===== src/rtl/htok_pkg.sv =====
`timescale 1ns / 1ps

package htok_pkg;

    localparam int MAX_REQUEST_BYTES = 1024;
    localparam int POS_W = $clog2(MAX_REQUEST_BYTES + 1);
    localparam int TS_W  = 10;
    localparam int LEN_W = 11;

    // result queue
    localparam int Q_DEPTH = 4;
    localparam int Q_AW    = $clog2(Q_DEPTH);
    localparam int Q_CW    = $clog2(Q_DEPTH + 1);

    localparam logic [7:0] CH_A     = 8'h41;
    localparam logic [7:0] CH_Z     = 8'h5A;
    localparam logic [7:0] CH_CR    = 8'h0D;
    localparam logic [7:0] CH_LF    = 8'h0A;
    localparam logic [7:0] CH_SP    = 8'h20;
    localparam logic [7:0] CH_COLON = 8'h3A;
    localparam logic [7:0] CH_NUL   = 8'h00;

    localparam logic [2:0] K_METHOD = 3'd0;
    localparam logic [2:0] K_URL    = 3'd1;
    localparam logic [2:0] K_VER    = 3'd2;
    localparam logic [2:0] K_DEFVER = 3'd3;
    localparam logic [2:0] K_KEY    = 3'd4;
    localparam logic [2:0] K_VALUE  = 3'd5;
    localparam logic [2:0] K_END    = 3'd6;
    localparam logic [2:0] K_ERROR  = 3'd7;

    localparam logic [2:0] E_NONE      = 3'd0;
    localparam logic [2:0] E_BAD_FIRST = 3'd1;
    localparam logic [2:0] E_NO_URL    = 3'd2;
    localparam logic [2:0] E_NO_COLON  = 3'd3;
    localparam logic [2:0] E_OVERFLOW  = 3'd4;

    typedef struct packed {
        logic [7:0] data_byte;
        logic       start_of_request;
    } in_t;

    typedef struct packed {
        logic [2:0]       token_kind;
        logic [TS_W-1:0]  token_start;
        logic [LEN_W-1:0] token_length;
        logic [2:0]       error_code;
        logic             last_of_run;
    } out_t;

    // Results produced by one accepted byte, in order.
    typedef struct packed {
        logic [1:0] cnt;
        out_t       first;
        out_t       second;
    } push_t;

endpackage


===== src/rtl/http_request_tokenizer.sv =====
// HTTP request tokenizer.
// Input channel (s_valid/s_ready/s_payload): one request byte per transfer;
// start_of_request marks offset 0 of a new request and restarts the parser.
// Result channel (m_valid/m_ready/m_payload): tokens as kind, start offset,
// length and error code; last_of_run flags the final token caused by a byte.
// A byte yields zero, one or two tokens (URL closed by CR adds a default
// version token). Each token is registered in the result queue first.
// Throughput: one byte per cycle while s_ready is high. The parser state
// updates in the cycle of the transfer; tokens go into a four-entry result
// queue, and s_ready is high while that queue has room for two tokens, so a
// receiver that is always ready never stalls the input. Two-token bytes
// leave as two transfers. When the receiver stalls, tokens wait in the queue
// with payload held, and s_ready drops once fewer than two slots are free.
// Reset (aresetn low, synchronous) empties the queue and leaves the parser
// idle: bytes without start_of_request are consumed and give no tokens.
`timescale 1ns / 1ps

module http_request_tokenizer (
    input  logic           aclk,
    input  logic           aresetn,
    input  logic           s_valid,
    output logic           s_ready,
    input  htok_pkg::in_t  s_payload,
    output logic           m_valid,
    input  logic           m_ready,
    output htok_pkg::out_t m_payload
);
    import htok_pkg::*;

    push_t push;
    logic  accept;

    assign accept = s_valid && s_ready;

    htok_parse u_parse (
        .aclk    (aclk),
        .aresetn (aresetn),
        .accept  (accept),
        .in_item (s_payload),
        .push    (push)
    );

    htok_fifo u_fifo (
        .aclk      (aclk),
        .aresetn   (aresetn),
        .push      (push),
        .room      (s_ready),
        .m_valid   (m_valid),
        .m_ready   (m_ready),
        .m_payload (m_payload)
    );

endmodule


===== src/rtl/htok_parse.sv =====
`timescale 1ns / 1ps

module htok_parse (
    input  logic           aclk,
    input  logic           aresetn,
    input  logic           accept,
    input  htok_pkg::in_t  in_item,
    output htok_pkg::push_t push
);
    import htok_pkg::*;

    localparam logic [3:0] PH_IDLE     = 4'd0;
    localparam logic [3:0] PH_METHOD   = 4'd1;
    localparam logic [3:0] PH_URL      = 4'd2;
    localparam logic [3:0] PH_VER      = 4'd3;
    localparam logic [3:0] PH_RL_SKIP  = 4'd4;
    localparam logic [3:0] PH_LINE     = 4'd5;
    localparam logic [3:0] PH_KEY      = 4'd6;
    localparam logic [3:0] PH_VAL      = 4'd7;
    localparam logic [3:0] PH_HDR_SKIP = 4'd8;
    localparam logic [3:0] PH_BLANK_CR = 4'd9;
    localparam logic [3:0] PH_DONE     = 4'd10;

    logic [3:0]       phase_reg, phase_next;
    logic [POS_W-1:0] pos_reg, pos_next;
    logic [TS_W-1:0]  begin_reg, begin_next;
    logic [POS_W-1:0] count_reg, count_next;

    logic [7:0]       b;
    logic [POS_W-1:0] pos_inc;
    logic [TS_W-1:0]  pos_ts;
    logic [TS_W-1:0]  pos_inc_ts;
    logic [LEN_W-1:0] count_len;

    function automatic out_t mk(input logic [2:0] kind, input logic [TS_W-1:0] start,
                                input logic [LEN_W-1:0] len, input logic [2:0] err);
        out_t r;
        r.token_kind   = kind;
        r.token_start  = start;
        r.token_length = len;
        r.error_code   = err;
        r.last_of_run  = 1'b0;
        return r;
    endfunction

    assign b          = in_item.data_byte;
    assign pos_inc    = pos_reg + 1'b1;
    assign pos_ts     = TS_W'(pos_reg);
    assign pos_inc_ts = TS_W'(pos_inc);
    assign count_len  = LEN_W'(count_reg);

    always_comb begin
        phase_next  = phase_reg;
        pos_next    = pos_reg;
        begin_next  = begin_reg;
        count_next  = count_reg;
        push.cnt    = 2'd0;
        push.first  = '0;
        push.second = '0;

        if (accept) begin
            if (in_item.start_of_request) begin
                pos_next   = POS_W'(1);
                begin_next = '0;
                count_next = POS_W'(1);
                phase_next = PH_METHOD;
                if (b < CH_A || b > CH_Z) begin
                    push.cnt   = 2'd1;
                    push.first = mk(K_ERROR, '0, '0, E_BAD_FIRST);
                    phase_next = PH_DONE;
                end
            end else if (phase_reg != PH_IDLE && phase_reg != PH_DONE) begin
                if (pos_reg >= POS_W'(MAX_REQUEST_BYTES)) begin
                    push.cnt   = 2'd1;
                    push.first = mk(K_ERROR, pos_ts, '0, E_OVERFLOW);
                    phase_next = PH_DONE;
                end else begin
                    pos_next = pos_inc;
                    unique case (phase_reg)
                        PH_METHOD: begin
                            if (b == CH_SP) begin
                                push.cnt   = 2'd1;
                                push.first = mk(K_METHOD, begin_reg, count_len, E_NONE);
                                begin_next = pos_inc_ts;
                                count_next = '0;
                                phase_next = PH_URL;
                            end else if (b == CH_CR) begin
                                push.cnt   = 2'd1;
                                push.first = mk(K_ERROR, pos_ts, '0, E_NO_URL);
                                phase_next = PH_DONE;
                            end else begin
                                count_next = count_reg + 1'b1;
                            end
                        end
                        PH_URL: begin
                            if (b == CH_SP || b == CH_CR) begin
                                push.cnt = 2'd1;
                                if (count_reg == '0) begin
                                    push.first = mk(K_ERROR, pos_ts, '0, E_NO_URL);
                                    phase_next = PH_DONE;
                                end else begin
                                    push.first = mk(K_URL, begin_reg, count_len, E_NONE);
                                    if (b == CH_CR) begin
                                        // URL closed by CR: default version follows
                                        push.cnt    = 2'd2;
                                        push.second = mk(K_DEFVER, '0, '0, E_NONE);
                                        phase_next  = PH_RL_SKIP;
                                    end else begin
                                        begin_next = pos_inc_ts;
                                        count_next = '0;
                                        phase_next = PH_VER;
                                    end
                                end
                            end else begin
                                count_next = count_reg + 1'b1;
                            end
                        end
                        PH_VER: begin
                            if (b == CH_CR) begin
                                push.cnt = 2'd1;
                                if (count_reg == '0) begin
                                    push.first = mk(K_DEFVER, '0, '0, E_NONE);
                                end else begin
                                    push.first = mk(K_VER, begin_reg, count_len, E_NONE);
                                end
                                phase_next = PH_RL_SKIP;
                            end else if (b != CH_SP) begin
                                count_next = count_reg + 1'b1;
                            end
                        end
                        PH_RL_SKIP, PH_HDR_SKIP: begin
                            phase_next = PH_LINE;
                        end
                        PH_LINE: begin
                            begin_next = pos_ts;
                            if (b == CH_NUL) begin
                                push.cnt   = 2'd1;
                                push.first = mk(K_END, pos_ts, '0, E_NONE);
                                phase_next = PH_DONE;
                            end else if (b == CH_CR) begin
                                phase_next = PH_BLANK_CR;
                            end else if (b == CH_COLON) begin
                                push.cnt   = 2'd1;
                                push.first = mk(K_KEY, pos_ts, '0, E_NONE);
                                begin_next = pos_inc_ts;
                                count_next = '0;
                                phase_next = PH_VAL;
                            end else begin
                                count_next = POS_W'(1);
                                phase_next = PH_KEY;
                            end
                        end
                        PH_BLANK_CR: begin
                            if (b == CH_LF) begin
                                push.cnt   = 2'd1;
                                push.first = mk(K_END, begin_reg, '0, E_NONE);
                                phase_next = PH_DONE;
                            end else if (b == CH_COLON) begin
                                // key made of the lone CR
                                push.cnt   = 2'd1;
                                push.first = mk(K_KEY, begin_reg, LEN_W'(1), E_NONE);
                                begin_next = pos_inc_ts;
                                count_next = '0;
                                phase_next = PH_VAL;
                            end else if (b == CH_CR || b == CH_NUL) begin
                                push.cnt   = 2'd1;
                                push.first = mk(K_ERROR, pos_ts, '0, E_NO_COLON);
                                phase_next = PH_DONE;
                            end else begin
                                count_next = POS_W'(2);
                                phase_next = PH_KEY;
                            end
                        end
                        PH_KEY: begin
                            if (b == CH_COLON) begin
                                push.cnt   = 2'd1;
                                push.first = mk(K_KEY, begin_reg, count_len, E_NONE);
                                begin_next = pos_inc_ts;
                                count_next = '0;
                                phase_next = PH_VAL;
                            end else if (b == CH_CR || b == CH_NUL) begin
                                push.cnt   = 2'd1;
                                push.first = mk(K_ERROR, pos_ts, '0, E_NO_COLON);
                                phase_next = PH_DONE;
                            end else begin
                                count_next = count_reg + 1'b1;
                            end
                        end
                        PH_VAL: begin
                            if (b == CH_CR) begin
                                push.cnt   = 2'd1;
                                push.first = mk(K_VALUE, begin_reg, count_len, E_NONE);
                                phase_next = PH_HDR_SKIP;
                            end else begin
                                count_next = count_reg + 1'b1;
                            end
                        end
                        default: begin
                            phase_next = PH_DONE;
                        end
                    endcase
                end
            end
        end

        if (push.cnt == 2'd1) begin
            push.first.last_of_run = 1'b1;
        end
        if (push.cnt == 2'd2) begin
            push.second.last_of_run = 1'b1;
        end
    end

    always_ff @(posedge aclk) begin
        if (!aresetn) begin
            phase_reg <= PH_IDLE;
            pos_reg   <= '0;
            begin_reg <= '0;
            count_reg <= '0;
        end else begin
            phase_reg <= phase_next;
            pos_reg   <= pos_next;
            begin_reg <= begin_next;
            count_reg <= count_next;
        end
    end

endmodule


===== src/rtl/htok_fifo.sv =====
`timescale 1ns / 1ps

module htok_fifo (
    input  logic            aclk,
    input  logic            aresetn,
    input  htok_pkg::push_t push,
    output logic            room,
    output logic            m_valid,
    input  logic            m_ready,
    output htok_pkg::out_t  m_payload
);
    import htok_pkg::*;

    out_t            q_reg [Q_DEPTH];
    logic [Q_AW-1:0] wr_ptr_reg, wr_ptr_next;
    logic [Q_AW-1:0] rd_ptr_reg, rd_ptr_next;
    logic [Q_CW-1:0] count_reg, count_next;
    logic [Q_AW-1:0] wr_ptr_plus1;
    logic            pop;

    assign pop          = m_valid && m_ready;
    assign wr_ptr_plus1 = wr_ptr_reg + 1'b1;
    assign wr_ptr_next  = wr_ptr_reg + Q_AW'(push.cnt);
    assign rd_ptr_next  = rd_ptr_reg + Q_AW'(pop);
    assign count_next   = count_reg + Q_CW'(push.cnt) - Q_CW'(pop);

    // keep space for the two results one byte can produce
    assign room      = count_reg <= Q_CW'(Q_DEPTH - 2);
    assign m_valid   = count_reg != '0;
    assign m_payload = q_reg[rd_ptr_reg];

    always_ff @(posedge aclk) begin
        if (!aresetn) begin
            wr_ptr_reg <= '0;
            rd_ptr_reg <= '0;
            count_reg  <= '0;
        end else begin
            wr_ptr_reg <= wr_ptr_next;
            rd_ptr_reg <= rd_ptr_next;
            count_reg  <= count_next;
        end
    end

    always_ff @(posedge aclk) begin
        if (push.cnt != 2'd0) begin
            q_reg[wr_ptr_reg] <= push.first;
        end
        if (push.cnt == 2'd2) begin
            q_reg[wr_ptr_plus1] <= push.second;
        end
    end

endmodule


===== config.mk =====
export PLATFORM = sky130hd
export DESIGN_NAME = http_request_tokenizer
export DESIGN_NICKNAME = d
export VERILOG_FILES = /design/src/rtl/htok_pkg.sv /design/src/rtl/http_request_tokenizer.sv /design/src/rtl/htok_parse.sv /design/src/rtl/htok_fifo.sv
export SDC_FILE = /design/constraint.sdc
export NUM_CORES = 1
export LEC_CHECK = 0
export ABC_AREA = 1
export BUFFER_PORTS_ARGS = -buffer_cell sky130_fd_sc_hd__buf_2
export CAP_MARGIN = 20
export CORE_ASPECT_RATIO = 0.9
export CORE_MARGIN = 2
export CORE_UTILIZATION = 30
export DETAILED_ROUTE_END_ITERATION = 7
export RECOVER_POWER = 100
export SLEW_MARGIN = 20
export SYNTH_ARGS = -nofsm -noshare
export SYNTH_HDL_FRONTEND = slang
export SYNTH_SLANG_ARGS = --single-unit

===== constraint.sdc =====
create_clock -name aclk -period 3.6 [get_ports aclk]
set_input_delay 0.54 -clock aclk [delete_from_list [all_inputs] [get_ports aclk]]
set_output_delay 0.54 -clock aclk [all_outputs]
set_load 0.01 [all_outputs]

Yosys cells after proc, flatten, opt, wreduce, memory -nomap -nowiden
Memory sizes are Yosys's and may differ from the RTL's. A register that Yosys moved wholly into a read port is not among the register bits. Cells that the tools add are included.

Add/sub/neg operators: 7. Magnitude comparators: 4. Equality and inequality tests: 36. Mux-type cells: 89. Reductions and logical operators: 19.

Operator list (number): 30-bit two-way mux (8); 11-bit two-way mux (20); 30-bit case mux with 7 select lines (1); 29-bit two-way mux (6); 58-bit two-way mux (3); 10-bit two-way mux (12); 28-bit two-way mux (4); 11-bit case mux with 7 select lines (1); 4-bit two-way mux (17); 27-bit two-way mux (2); 10-bit case mux with 5 select lines (1); 4-bit case mux with 8 select lines (1); 26-bit two-way mux (1); 11-bit by 1-bit adder with 11-bit output, second input constant (2); 3-bit != test, second input constant (6); 4-bit by 3-bit equality test with 1-bit output, second input constant (4); 8-bit by 4-bit equality test with 1-bit output, second input constant (2); 8-bit by 6-bit equality test with 1-bit output, second input constant (2); 13-bit AND reduction (1); 4-bit by 2-bit != test with 1-bit output, second input constant (3); 4-bit != test, second input constant (3); 11-bit greater-or-equal comparator, second input constant (1); 11-bit logical NOT (1); 5-bit by 2-bit != test with 1-bit output, second input constant (2); other kinds (32) (51).

Flip-flop bits (word level): 43. Memory bits (writable): 112. Input port bits: 13. Output and inout bits: 30. Logic and storage cells: 163. Memories kept: 1.

Memory list: u_fifo.q_reg (words 4, bits a word 28, rd ports 1, clocked after Yosys merged registers in 1, write ports 2, RTL line htok_fifo.sv:14) `out_t q_reg [Q_DEPTH];`.

Depth between registers and ports, before layout
Depth after elaboration: 13. Gate-level depth with buffers: 17. Mapped depth without buffers: 17.

Hierarchy
A second synthesis with hierarchy kept.

Cell total of the unflattened synthesis: 1245. Area, all modules: 9532.9 um2.

By module, submodules not included: htok_fifo (instances 1, cells an instance 605, area an instance 5965.7 um2); htok_parse (instances 1, cells an instance 638, area an instance 3559.7 um2); http_request_tokenizer (instances 1, cells an instance 2, area an instance 7.5 um2).

Worst setup path before layout
OpenSTA, ideal clock, no wires.

Path type: input port to flip-flop. Start: input port s_payload[1] (netlist name). End: register u_fifo.count_reg[2]. Data arrival time: 2.648 ns. Required time: 3.480 ns. Slack: 0.832 ns. Cell stages on the path: 17. Path through: inv_1 -> nand2_1 -> nor2_1 -> nand2_1 -> nand3_1 -> nand2_1 -> nand2_1 -> inv_2 -> nand3_1 -> nand2_2 -> ha_1 -> inv_1 -> ha_1 -> fa_1 -> xor2_1 -> o21ai_0 -> a21oi_1.

Word-level cells in the longest chain between the ends: 12. Elaborated cells between the ends (all ways): 32. Classes of those cells: add/sub (2); order compare (2); eq/ne (4); mux (20); reduce/logical (4).

Ends and longest elaborated chain: from (decl) (RTL line http_request_tokenizer.sv:23) `input htok_pkg::in_t s_payload,`; 8-bit by 4-bit equality test with 1-bit output / 8-bit logical NOT (equally long branches); 1-bit logical OR (RTL line htok_parse.sv:165, htok_parse.sv:181); 29-bit two-way mux (RTL line htok_parse.sv:165, htok_parse.sv:181); 30-bit two-way mux (RTL line htok_parse.sv:158) `end else if (b == CH_COLON) begin`; 30-bit two-way mux (RTL line htok_parse.sv:154) `if (b == CH_LF) begin`; 30-bit case mux with 7 select lines (RTL line htok_parse.sv:79) `unique case (phase_reg)`; 30-bit two-way mux (RTL line htok_parse.sv:73) `if (pos_reg >= POS_W'(MAX_REQUEST_BYTES)) begin`; 58-bit two-way mux (RTL line htok_parse.sv:72) `end else if (phase_reg != PH_IDLE && phase_reg != PH_DONE) begin`; 30-bit two-way mux (*) (RTL line htok_parse.sv:62) `if (in_item.start_of_request) begin`; 58-bit two-way mux (*) (RTL line htok_parse.sv:61) `if (accept) begin`; 3-bit by 2-bit adder with 3-bit output (*) (RTL line htok_fifo.sv:25) `assign count_next = count_reg + Q_CW'(push.cnt) - Q_CW'(pop);`; 3-bit by 1-bit subtractor with 3-bit output (*) (RTL line htok_fifo.sv:25); to (signal assigned) (RTL line htok_fifo.sv:40) `count_reg <= count_next;`; to (decl) (RTL line htok_fifo.sv:17) `logic [Q_CW-1:0] count_reg, count_next;`.

Mark *: on every way between the ends. The rest lies on a longest branch, timed or not. A chain may end at the register's enable or synchronous reset.

==> results_dict.tcl <==
set metrics [dict create \
    critPathSlowestCell "clkbuf_1" \
    largest_register_ff_count 112 \
    gp_congestion 0.974 \
    synth_cell_types 41 \
    syn_area_per_cell_um2 6.28 \
    yosysSeqAreaShare 0.351 \
    synthesis.nets 1488 \
    die_x_um 189 \
    max_stage_delay_ns 0.78 \
    setup.worst_path.start "u_parse.count_len[0]" \
    leakagePower_uw 0.00501 \
    min_path_cells 2 \
    yosysWarnings 0 \
    cts_buffers 17 \
    fmax_mhz 318 \
    fill_cells 3334 \
    hp-start "u_parse.begin_reg[3]" \
    crit_chain "inv_1, ha_1, nor3b_1, nand3_1, nand3_1, nor2_4, nand2_1, clkbuf_1, nand2_1, and2_0" \
    clkLatencyLatePin_ns 0.42 \
    cap_violations 0 \
    wl_per_cell_um 14.9 \
    cts_tree "yes" \
    critPathCaptureType "register" \
    cp.required_ns 3.77 \
    layout_common_cells "nand2_1 (341), nor2_1 (237), nand3_1 (150)" \
    cts.clk_slew.worst_paths_ns 0.06 \
    grt_pass1_vias 8387 \
    initial_core_util 0.306 \
    die_h_um 170 \
    core_area_um2 30000 \
    peakVddDrop_uv 320 \
    status "completed" \
    r2r_cells 10 \
    overflow 0 \
    cts_htree_levels 4 \
    gr-usage-met2 0.273 \
    syn-cell-area_um2 9190 \
    grt_pass1_wl_mm 45.5 \
    drt_first_pass_iters 6 \
    antenna_cells 0 \
    pin_count 43 \
    cts_root_buf "clkbuf_16" \
    fin_crit_ns 3.14 \
    worst-slew-pin-transition_ns 1.02 \
    dieArea_um2 32100 \
    multi_input_area_um2 5040 \
    rsz0062_at_grt "no" \
    antenna_found_initial 0 \
    grt.met1_usage 0.255 \
    final_common_cell "nand2_1" \
    detail-route-antenna-nets 0 \
    crit_type "register to register" \
    slew_viol_final 0 \
    cts_hold_buf 0 \
    drive_above_1_share 0.0649 \
    critPathMaxFanout 16 \
    async_reset_ff_frac 0 \
    grt_most_used_layer "met2" \
    synth_seq_cells 155 \
    area_growth_pct 12.3 \
    p_total_uw 7540 \
    cts_buffer_depth 2 \
    seq_area_um2 3220 \
    post_cts_buffers 0 \
    finalCritPeriodShare 0.873 \
    crit_family "simple AND/OR/NAND/NOR gates" \
    drt-initial-drc-count 1040 \
    syn-instance-count 1464 \
    hold_viol 0 \
    wl_mm 28.3 \
    fp-row-count 60 \
    crit_buf_inv 2 \
    cts-resized-gates 0 \
    grt_usage 0.177 \
    p_per_area_nw_per_um2 730 \
    skew_ns 0.0101 \
    num_vias 9496 \
    route.detailed.drc 0 \
    setup_violations 0 \
    start_kind "register" \
    rr_startpoint "u_parse.count_len[0]" \
    cp.arrival_ns 3.32 \
    holdWs_ns 0.475 \
    crit_cells 10 \
    grt_max_degree 71 \
    vias_per_cell 5.00 \
    hp-class "register to register" \
    port_buffers 42 \
    hpwl_mm 19.2 \
    ys.flop_type "dfxtp_1" \
    cts_sinks 155 \
    nets 1506 \
    max_slew_margin 0.317 \
    synth_edf_count 12 \
    met3_usage 0.0299 \
    setup_tns_ns 0 \
]
## synth_stat cells (all sizes together) (2+ instances only)
library cell / number / area [µm²]
nand2: 345 / 1320
nor2: 247 / 962
nand3: 150 / 756
dfxtp: 143 / 2860
a21oi: 134 / 674
inv: 134 / 503
o21ai: 110 / 551
clkbuf: 51 / 191
buf: 31 / 216
o22ai: 18 / 113
nand4: 17 / 106
edfxtp: 12 / 360
o211ai: 12 / 90.1
xor2: 11 / 96.3
ha: 10 / 125
nor3: 9 / 45.0
and2: 7 / 43.8
a31oi: 4 / 25.0
nor3b: 3 / 22.5
nor4: 3 / 18.8
a22oi: 2 / 15.0
clkinv: 2 / 7.51
## kinds of logic after synthesis
| logic type | count (synthesis) | synth area share |
|---|---|---|
| AND/OR/NAND/NOR | 782 | 0.357 |
| AO/OA/AOI/OAI | 286 | 0.165 |
| buffers and inverters | 218 | 0.0999 |
| flip-flops | 155 | 0.351 |
| XOR/XNOR | 12 | 0.0114 |
| adder cells (fa/ha/maj) | 11 | 0.0158 |
## worst min-delay path, stage by stage, from the launching register on
cell and delay (ns):
dfxtp_1 0.30, o21ai_0 0.06, a21oi_1 0.06
## layout make-up
cell class	count	area share
Clock inverter	15	0.0181
Clock buffer	17	0.0412
Inverter	136	0.0495
Multi-Input combinational cell	1091	0.489
Sequential cell	155	0.312
Tap cell	403	0.0488
Timing Repair Buffer	81	0.0416
## report_power, final
part | total (µW) | leakage (µW) | switching, µW | internal [µW]
combinational | 3140 | 0.00342 | 2140 | 994
clock | 1890 | 0.000305 | 782 | 1110
sequential | 2510 | 0.00129 | 264 | 2250
## final timing paths
path | to | slack, ns
worst max-delay path | u_fifo.q_reg[3][25] | 0.46
worst min-delay path | u_parse.begin_reg[3] | 0.47
worst max register to register | u_fifo.q_reg[3][25] | 0.46
worst min register to register | u_parse.begin_reg[3] | 0.47
## layer usage
layer / up-vias / wire (µm)
met2: 340 / 12300
met4: 0 / 459
met1: 4315 / 13700
met5: - / 0
met3: 34 / 1910
li1: 4807 / -
## stage by stage
stage	instance area (µm²)	util	setup slack (ns)	std cells
floorplan	9190	-	0.832	1464
global placement	9800	0.326	0.505	1866
detailed placement	9800	0.326	0.469	1866
CTS	10400	0.347	0.650	1898
global route	10300	0.344	0.224	1898
finish	10300	0.344	0.455	1898
Note: power is estimated with default switching activity, not from simulation.
